$ cat src/rtl/pidts_pkg.sv
`default_nettype none

package pidts_pkg;

  // Sequencer states, one-hot
  typedef enum logic [11:0] {
    ST_IDLE    = 12'b0000_0000_0001,
    ST_MUL_SDT = 12'b0000_0000_0010,
    ST_MUL_INC = 12'b0000_0000_0100,
    ST_INT_ADD = 12'b0000_0000_1000,
    ST_MUL_P   = 12'b0000_0001_0000,
    ST_MUL_I   = 12'b0000_0010_0000,
    ST_SUM_I   = 12'b0000_0100_0000,
    ST_MUL_D   = 12'b0000_1000_0000,
    ST_ABS     = 12'b0001_0000_0000,
    ST_DIV     = 12'b0010_0000_0000,
    ST_SUM_D   = 12'b0100_0000_0000,
    ST_FIN     = 12'b1000_0000_0000
  } state_e;

  // Configuration port
  localparam int unsigned CfgIdxW  = 3;
  localparam int unsigned CfgDataW = 24;

  localparam logic [CfgIdxW-1:0] REG_GAIN_PROP    = 3'd0;
  localparam logic [CfgIdxW-1:0] REG_GAIN_INTEG   = 3'd1;
  localparam logic [CfgIdxW-1:0] REG_GAIN_DERIV   = 3'd2;
  localparam logic [CfgIdxW-1:0] REG_TARGET_VALUE = 3'd3;
  localparam logic [CfgIdxW-1:0] REG_TICK_MULT    = 3'd4;

  localparam logic [23:0] TickMultReset = 24'h10_0000;

  // Shared adder and step counter
  localparam int unsigned AluW = 64;
  localparam int unsigned CntW = 6;

  // Last count of each iterative pass (steps minus one)
  localparam logic [CntW-1:0] LastSdt  = 6'd23;
  localparam logic [CntW-1:0] LastInc  = 6'd16;
  localparam logic [CntW-1:0] LastGain = 6'd15;
  localparam logic [CntW-1:0] LastDiv  = 6'd53;

endpackage

`default_nettype wire

$ cat src/rtl/pid_controller_timestamped_unit.sv
// Channel | Direction | Handshake             | Payload
// in      | sink      | in_valid_i/in_stall_o   | opcode, timestamp, sample
// out     | source    | out_valid_o/out_stall_i | drive, deriv_skipped, saturated
// cfg     | sink      | cfg_valid_i/cfg_ready_o | cfg_index_i, cfg_data_i
//
// Opcode 0 is taken and the block is ready again in the next cycle.
// Opcode 1 stalls the input until its result enters the output register (no
// derivative pass on zero scaled dt): one 64-bit add/sub unit runs every shift-add
// multiply (24 + 17 + 3x16 steps) and the 54-step restoring divide (derivative).
// The result sits in an output register; the next item is taken while it waits.
// Reset is asynchronous, active low, and restores gains, setpoint, time scale
// and the controller history.

`default_nettype none

module pid_controller_timestamped_unit (
  input  wire logic                           clk_i,
  input  wire logic                           rst_ni,
  // input channel
  input  wire logic                           in_valid_i,
  output logic                                in_stall_o,
  input  wire logic                           in_opcode_i,
  input  wire logic        [31:0]             in_timestamp_i,
  input  wire logic signed [15:0]             in_sample_i,
  // output channel
  output logic                                out_valid_o,
  input  wire logic                           out_stall_i,
  output logic signed [31:0]                  out_drive_o,
  output logic                                out_deriv_skipped_o,
  output logic                                out_saturated_o,
  // configuration channel
  input  wire logic                           cfg_valid_i,
  output logic                                cfg_ready_o,
  input  wire logic [pidts_pkg::CfgIdxW-1:0]  cfg_index_i,
  input  wire logic [pidts_pkg::CfgDataW-1:0] cfg_data_i
);

  import pidts_pkg::*;

  state_e state_q, state_d;

  // configuration
  logic [15:0] gain_prop_q, gain_integ_q, gain_deriv_q, target_q;
  logic [23:0] tick_mult_q;

  // controller history
  logic [31:0] prev_ts_q, prev_ts_d;
  logic [16:0] prev_err_q, prev_err_d;
  logic [47:0] integ_q, integ_d;

  // work registers
  logic [AluW-1:0] acc_q, acc_d;
  logic [AluW-1:0] opa_q, opa_d;
  logic [23:0]     opb_q, opb_d;
  logic [CntW-1:0] cnt_q, cnt_d;
  logic            sgn_q, sgn_d;
  logic [55:0]     sdt_q, sdt_d;
  logic [AluW-1:0] sum_q, sum_d;
  logic [16:0]     err_q, err_d;
  logic            neg_q, neg_d;
  logic            skip_q, skip_d;
  logic            sat_q, sat_d;

  // output register
  logic        out_valid_q, out_valid_d;
  logic [31:0] out_drive_q, out_drive_d;
  logic        out_skip_q, out_skip_d;
  logic        out_sat_q, out_sat_d;

  // shared adder
  logic [AluW-1:0] alu_a, alu_b, alu_res;
  logic            alu_sub;

  logic            in_acc, cfg_acc, out_free;
  logic [16:0]     err_new;
  logic [31:0]     dt_new;
  logic [17:0]     derr;
  logic [AluW-1:0] mul_acc, div_trial;
  logic            mul_last, div_q;
  logic            integ_ovf, drive_ovf;

  assign in_stall_o  = (state_q != ST_IDLE);
  assign cfg_ready_o = 1'b1;
  assign in_acc      = in_valid_i && !in_stall_o;
  assign cfg_acc     = cfg_valid_i && cfg_ready_o;
  assign out_free    = !out_valid_q || !out_stall_i;

  assign err_new = {target_q[15], target_q} - {in_sample_i[15], in_sample_i};
  assign dt_new  = in_timestamp_i - prev_ts_q;
  assign derr    = {err_q[16], err_q} - {prev_err_q[16], prev_err_q};

  // Select operands of the shared add/sub unit
  always_comb begin
    alu_a   = acc_q;
    alu_b   = opa_q;
    alu_sub = 1'b0;
    unique case (state_q) inside
      ST_MUL_SDT, ST_MUL_INC, ST_MUL_P, ST_MUL_I, ST_MUL_D: begin
        // the top bit of a signed multiplier carries negative weight
        alu_sub = sgn_q && mul_last;
      end
      ST_INT_ADD: begin
        alu_a = {{16{integ_q[47]}}, integ_q};
        alu_b = acc_q;
      end
      ST_SUM_I: begin
        alu_a = sum_q;
        alu_b = {{8{acc_q[63]}}, acc_q[63:8]};
      end
      ST_ABS: begin
        alu_a   = '0;
        alu_b   = acc_q;
        alu_sub = acc_q[63];
      end
      ST_DIV: begin
        alu_a   = div_trial;
        alu_b   = {8'b0, sdt_q};
        alu_sub = 1'b1;
      end
      ST_SUM_D: begin
        alu_a   = sum_q;
        alu_b   = {10'b0, opa_q[53:0]};
        alu_sub = neg_q;
      end
      default: ;
    endcase
  end

  assign alu_res = alu_a + (alu_sub ? ~alu_b : alu_b) + {{(AluW-1){1'b0}}, alu_sub};

  assign mul_last  = (cnt_q == '0);
  assign mul_acc   = opb_q[0] ? alu_res : acc_q;
  assign div_trial = {acc_q[62:0], opa_q[53]};
  assign div_q     = !alu_res[63];
  assign integ_ovf = !((&alu_res[63:47]) || (~|alu_res[63:47]));
  assign drive_ovf = !((&sum_q[63:31]) || (~|sum_q[63:31]));

  // Sequencer and datapath next values
  always_comb begin
    state_d     = state_q;
    prev_ts_d   = prev_ts_q;
    prev_err_d  = prev_err_q;
    integ_d     = integ_q;
    acc_d       = acc_q;
    opa_d       = opa_q;
    opb_d       = opb_q;
    cnt_d       = cnt_q;
    sgn_d       = sgn_q;
    sdt_d       = sdt_q;
    sum_d       = sum_q;
    err_d       = err_q;
    neg_d       = neg_q;
    skip_d      = skip_q;
    sat_d       = sat_q;
    out_valid_d = out_valid_q && out_stall_i;
    out_drive_d = out_drive_q;
    out_skip_d  = out_skip_q;
    out_sat_d   = out_sat_q;

    unique case (state_q)
      ST_IDLE: begin
        if (in_acc) begin
          prev_ts_d = in_timestamp_i;
          if (in_opcode_i) begin
            // start scaled dt = dt * time scale
            err_d   = err_new;
            acc_d   = '0;
            opa_d   = {32'b0, dt_new};
            opb_d   = tick_mult_q;
            cnt_d   = LastSdt;
            sgn_d   = 1'b0;
            skip_d  = 1'b0;
            sat_d   = 1'b0;
            state_d = ST_MUL_SDT;
          end
        end
      end
      ST_MUL_SDT: begin
        acc_d = mul_acc;
        opa_d = opa_q << 1;
        opb_d = opb_q >> 1;
        cnt_d = cnt_q - 1'b1;
        if (mul_last) begin
          // start integral step = error * (scaled dt >> 12)
          sdt_d   = mul_acc[55:0];
          acc_d   = '0;
          opa_d   = {20'b0, mul_acc[55:12]};
          opb_d   = {7'b0, err_q};
          cnt_d   = LastInc;
          sgn_d   = 1'b1;
          state_d = ST_MUL_INC;
        end
      end
      ST_MUL_INC: begin
        acc_d = mul_acc;
        opa_d = opa_q << 1;
        opb_d = opb_q >> 1;
        cnt_d = cnt_q - 1'b1;
        if (mul_last) begin
          state_d = ST_INT_ADD;
        end
      end
      ST_INT_ADD: begin
        // saturate the integral to 48 bits
        if (integ_ovf) begin
          integ_d = alu_res[63] ? {1'b1, 47'b0} : {1'b0, {47{1'b1}}};
        end else begin
          integ_d = alu_res[47:0];
        end
        sat_d   = integ_ovf;
        acc_d   = '0;
        opa_d   = {{47{err_q[16]}}, err_q};
        opb_d   = {8'b0, gain_prop_q};
        cnt_d   = LastGain;
        sgn_d   = 1'b1;
        state_d = ST_MUL_P;
      end
      ST_MUL_P: begin
        acc_d = mul_acc;
        opa_d = opa_q << 1;
        opb_d = opb_q >> 1;
        cnt_d = cnt_q - 1'b1;
        if (mul_last) begin
          sum_d   = mul_acc;
          acc_d   = '0;
          opa_d   = {{16{integ_q[47]}}, integ_q};
          opb_d   = {8'b0, gain_integ_q};
          cnt_d   = LastGain;
          state_d = ST_MUL_I;
        end
      end
      ST_MUL_I: begin
        acc_d = mul_acc;
        opa_d = opa_q << 1;
        opb_d = opb_q >> 1;
        cnt_d = cnt_q - 1'b1;
        if (mul_last) begin
          state_d = ST_SUM_I;
        end
      end
      ST_SUM_I: begin
        // add the floored integral term, then skip the derivative on zero dt
        sum_d      = alu_res;
        prev_err_d = err_q;
        if (sdt_q == '0) begin
          skip_d  = 1'b1;
          state_d = ST_FIN;
        end else begin
          acc_d   = '0;
          opa_d   = {{46{derr[17]}}, derr};
          opb_d   = {8'b0, gain_deriv_q};
          cnt_d   = LastGain;
          state_d = ST_MUL_D;
        end
      end
      ST_MUL_D: begin
        acc_d = mul_acc;
        opa_d = opa_q << 1;
        opb_d = opb_q >> 1;
        cnt_d = cnt_q - 1'b1;
        if (mul_last) begin
          state_d = ST_ABS;
        end
      end
      ST_ABS: begin
        // load |num| << 20 as the dividend
        neg_d   = acc_q[63];
        acc_d   = '0;
        opa_d   = {10'b0, alu_res[33:0], 20'b0};
        cnt_d   = LastDiv;
        state_d = ST_DIV;
      end
      ST_DIV: begin
        acc_d = div_q ? alu_res : div_trial;
        opa_d = {10'b0, opa_q[52:0], div_q};
        cnt_d = cnt_q - 1'b1;
        if (mul_last) begin
          state_d = ST_SUM_D;
        end
      end
      ST_SUM_D: begin
        sum_d   = alu_res;
        state_d = ST_FIN;
      end
      ST_FIN: begin
        // hand the transaction to the output register when it is free
        if (out_free) begin
          out_valid_d = 1'b1;
          out_drive_d = drive_ovf ? (sum_q[63] ? 32'h8000_0000 : 32'h7FFF_FFFF)
                                  : sum_q[31:0];
          out_skip_d  = skip_q;
          out_sat_d   = sat_q || drive_ovf;
          state_d     = ST_IDLE;
        end
      end
      default: state_d = ST_IDLE;
    endcase
  end

  // Control, configuration and history registers
  always_ff @(posedge clk_i or negedge rst_ni) begin
    if (!rst_ni) begin
      state_q      <= ST_IDLE;
      out_valid_q  <= 1'b0;
      gain_prop_q  <= '0;
      gain_integ_q <= '0;
      gain_deriv_q <= '0;
      target_q     <= '0;
      tick_mult_q  <= TickMultReset;
      prev_ts_q    <= '0;
      prev_err_q   <= '0;
      integ_q      <= '0;
      cnt_q        <= '0;
      sgn_q        <= 1'b0;
    end else begin
      state_q     <= state_d;
      out_valid_q <= out_valid_d;
      prev_ts_q   <= prev_ts_d;
      prev_err_q  <= prev_err_d;
      integ_q     <= integ_d;
      cnt_q       <= cnt_d;
      sgn_q       <= sgn_d;
      if (cfg_acc) begin
        unique case (cfg_index_i)
          REG_GAIN_PROP:    gain_prop_q  <= cfg_data_i[15:0];
          REG_GAIN_INTEG:   gain_integ_q <= cfg_data_i[15:0];
          REG_GAIN_DERIV:   gain_deriv_q <= cfg_data_i[15:0];
          REG_TARGET_VALUE: target_q     <= cfg_data_i[15:0];
          REG_TICK_MULT:    tick_mult_q  <= cfg_data_i;
          default: ;
        endcase
      end
    end
  end

  // Payload registers
  always_ff @(posedge clk_i) begin
    acc_q       <= acc_d;
    opa_q       <= opa_d;
    opb_q       <= opb_d;
    sdt_q       <= sdt_d;
    sum_q       <= sum_d;
    err_q       <= err_d;
    neg_q       <= neg_d;
    skip_q      <= skip_d;
    sat_q       <= sat_d;
    out_drive_q <= out_drive_d;
    out_skip_q  <= out_skip_d;
    out_sat_q   <= out_sat_d;
  end

  assign out_valid_o         = out_valid_q;
  assign out_drive_o         = out_drive_q;
  assign out_deriv_skipped_o = out_skip_q;
  assign out_saturated_o     = out_sat_q;

endmodule

`default_nettype wire

$ cat config.mk
export PLATFORM = sky130hd
export DESIGN_NAME = pid_controller_timestamped_unit
export DESIGN_NICKNAME = d
export VERILOG_FILES = /design/src/rtl/pidts_pkg.sv /design/src/rtl/pid_controller_timestamped_unit.sv
export SDC_FILE = /design/constraint.sdc
export NUM_CORES = 1
export LEC_CHECK = 0
export ABC_AREA = 1
export CORE_MARGIN = 2
export CORE_UTILIZATION = 30
export CTS_CLUSTER_DIAMETER = 60
export DETAILED_ROUTE_END_ITERATION = 7
export DONT_BUFFER_PORTS = 1
export PLACE_DENSITY_LB_ADDON = 0.25
export SETUP_SLACK_MARGIN = 0.3
export SYNTH_ARGS = -nofsm -noshare
export SYNTH_HDL_FRONTEND = slang
export SYNTH_SLANG_ARGS = --single-unit
$ cat constraint.sdc
create_clock -name clk_i -period 16.4 [get_ports clk_i]
set_clock_uncertainty 0.1 [all_clocks]
set_input_delay 0.82 -clock clk_i [delete_from_list [all_inputs] [get_ports clk_i]]
set_output_delay 0.82 -clock clk_i [all_outputs]
set_load 0.01 [all_outputs]
==> flow_summary_export.csv <==
group,metric,value,unit
run_status,outcome,"completed",
synthesis,synthTopCellsByArea,"edfxtp_1 (28%), dfrtp_1 (15%), nand2_1 (9.7%), o21ai_0 (6.3%), inv_1 (5.8%)",
global_routing,grt_pass1_vias,31100,
drt,drc,0,
place,portBuffers,0,
floorplanning,dieArea,119000,sq um
setup_path,r2r-start,"state_q[0]$_DFFE_PN1P_",
timing,finalSetupViolCount,0,
floorplanning,start_util,30.2,%
drt,drtPass1Iterations,6,
timing,slew_violations,0,
clocking,numCtsBuffers,82,
clocking,root_buffer,"clkbuf_16",
setup_path,worst_path_most_repeated_cell,"nor2_1",
synthesis,synth_area_per_cell,7.99,sq um
clocking,cts_setup_buffers,0,
setup_path,critPathSlowestCell,"a21oi_4",
global_routing,track_usage,25.0,%
timing,worstMarginPinSlew,1.22,ns
global_routing,antenna_found_initial,7,
synthesis,yosysSeqAreaShare,42.7,%
setup_path,startpoint_type,"register",
setup_path,required,16.83,ns
pwr,p_total,9.83,mW
drt,routed_via_density,5.58,
setup_path,cp-end-kind,"register",
synthesis,synth_fp_nets,4582,
place,postPlaceCellArea,36600,sq um
synthesis,netlist_area,34900,sq um
floorplanning,die_x,345,um
timing,tns,0,ns
pwr,leakagePower,16.6,nW
cells_and_area,nets,4534,
timing,fmax,0.122,GHz
place,place_congestion,0.989,
floorplanning,core-area,116000,sq um
synthesis,ys_dominant_reg_cell,"edfxtp_1",
drt,antenna_left,0,
timing,period_share,49.8,%
global_routing,grt-ovfl-total,0,
timing,period_needed,8.17,ns
cells_and_area,final_area,39200,sq um
synthesis,synth.most_common_cell,"nand2_1",
min_path,hp-class,"input port to register",
synthesis,syn_inst,4369,
cells_and_area,drive_gt1_share,7.27,%
synthesis,synth_top_cell_area_share,28.0,%
cells_and_area,multiInputGateArea,17200,sq um
timing,timing.hold.ws,0.192,ns
floorplanning,die_y,345,um
drt,dr.first_iter.drc_count,4436,
drt,wl_per_cell,26.0,um
place,place_hpwl,113000,um
min_path,hp-start,"in_timestamp_i[6]",
setup_path,crit_type,"register to register",
setup_path,slowest_delay,0.81,ns
setup_path,critical_path_arrival,8.60,ns
cells_and_area,area.growth.synth_to_final,12.3,%
cells_and_area,fillerInstances,12300,
clocking,htreeDepth,3,
floorplanning,row_count,125,
timing,slew_headroom,18.6,%
global_routing,grt_pass1_wl,221000,um
clocking,tritoncts,"done",
global_routing,grt_max_degree,206,
setup_path,crit_fanout,50,
clocking,clk_pin_slew,0.06,ns
synthesis,yosys.cell_types.count,65,
synthesis,ys_ff_latch,531,
synthesis,synth-async-reset-ratio,38.6,%
floorplanning,ios,118,
pwr,ir_drop,209,uV
clocking,cts.sinks,531,
clocking,insertion_delay,0.69,ns
drt,wl,154000,um
pwr,p_per_area,251,nW/um^2
synthesis,synthTopCellsByCount,"nand2_1 (898), inv_1 (539), o21ai_0 (436), nor2_1 (403), edfxtp_1 (326)",
cells_and_area,ff_latch_area,14900,sq um
setup_path,worstSetupStartpoint,"state_q[0]$_DFFE_PN1P_",
synthesis,synth_warnings,0,
timing,grt_setup_unrepaired,"no",
synthesis,yosysTopAreaCell,"edfxtp_1",
drt,vias,33000,
clocking,cts_max_path_buffers,3,
run,cap_viol_max_count,0,
synthesis,synth_edf_count,326,
timing,final-hold-violation-count,0,
==> worst paths after layout <==
kind | to | slack [ns] | cells after the start
setup / recovery | integ_q[3]$_DFFE_PN0N_ | 8.23 | 29
hold / removal | prev_ts_q[6]$_DFFE_PN0P_ | 0.19 | 2
setup reg to reg | integ_q[3]$_DFFE_PN0N_ | 8.23 | 29
hold reg to reg | out_deriv_skipped_o$_DFFE_PP_ | 0.34 | 0
max in group asynchronous | integ_q[21]$_DFFE_PN0N_ | 15.21 | 1
min in group asynchronous | gain_prop_q[0]$_DFFE_PN0P_ | 0.23 | 1
==> cell type report <==
| class | instances | share of cell area, % |
|---|---|---|
| multi-input combinational | 3090 | 43.8 |
| sequential | 531 | 38.1 |
| clock buffer | 102 | 5.53 |
| inverter | 551 | 5.28 |
| tap | 1524 | 4.86 |
| timing repair buffer | 65 | 1.30 |
| clock inverter | 47 | 1.14 |
| antenna | 2 | 0.0128 |
==> sequential cells by signal (all words and copies together), names as in the netlist, 17 cells and up <==
name and count:
acc_q 64, err_q 17, integ_q 48, opa_q 64
opb_q 24, out_drive_o 32, prev_err_q 17, prev_ts_q 32
sdt_q 56, sum_q 64, tick_mult_q 24
==> cell families after synthesis <==
| family | after synthesis | share of synthesized area [%] |
|---|---|---|
| other | 1 | 0.0107 |
| flip-flops | 531 | 42.7 |
| buffers and inverters | 748 | 8.29 |
| multiplexers | 8 | 0.258 |
| AND/OR/NAND/NOR | 1561 | 18.4 |
| XOR/XNOR | 156 | 3.91 |
| AO/OA/AOI/OAI | 1232 | 21.6 |
| adder cells (fa/ha/maj) | 132 | 4.82 |
==> cell usage in the layout (no fill, tap or decap), types with 39 or more instances in the layout <==
cell	Yosys	routed
nand2_1	898	894
inv_1	539	536
o21ai_0	436	436
nor2_1	403	398
edfxtp_1	326	326
a21oi_1	302	301
dfrtp_1	203	203
xor2_1	130	130
ha_1	128	128
o22ai_1	101	101
nand3_1	93	92
clkbuf_16	0	83
a221oi_1	77	77
buf_4	2	64
o211ai_1	42	42
a21oi_2	40	40
nor3_1	39	39
==> report_power, final <==
group	total (mW)	internal (mW)	switching, mW	leakage (nW)
clock network	1.71	1.00	0.711	1.27
logic	5.88	1.44	4.44	9.70
registers	2.24	2.00	0.242	5.67
==> stage by stage <==
stage | instances | worst slack (ns) | utilization (%)
finish | 5912 | 8.23 | 33.9
global route | 5910 | 7.93 | 33.9
CTS | 5910 | 8.42 | 33.9
detailed placement | 5760 | 8.44 | 31.6
global placement | 5760 | 8.39 | 31.6
floorplan | 4369 | 10.96 | -
==> per-layer routing <==
| layer | share of wire, % | wire length, um | track usage (%) | vias up |
|---|---|---|---|---|
| met1 | 42 | 65000 | 34.2 | 15900 |
| met2 | 43 | 66200 | 38.0 | 1863 |
| li1 | - | - | - | 15000 |
| met5 | 0.0071 | 11 | 0 | - |
| met4 | 4.0 | 6130 | 8.93 | 2 |
| met3 | 11 | 16600 | 6.61 | 319 |
==> critical path: cells and delay by family (launching register included) <==
kind                       cells  cell delay, ns
xor gates and xnor gates       1            0.16
AOI/OAI and AO/OA              5            2.46
DFF                            1            0.52
buffers and inverters          4            1.36
and+or+nand+nor               18            2.90
adders and majority gates      1            0.47
==> repair_timing <==
item,CTS,global route
resized for setup,0,0
endpoints found under the hold margin,205,0
hold buffers,1,0
setup endpoints to repair,0,0
(Power assumes the default switching activity.)
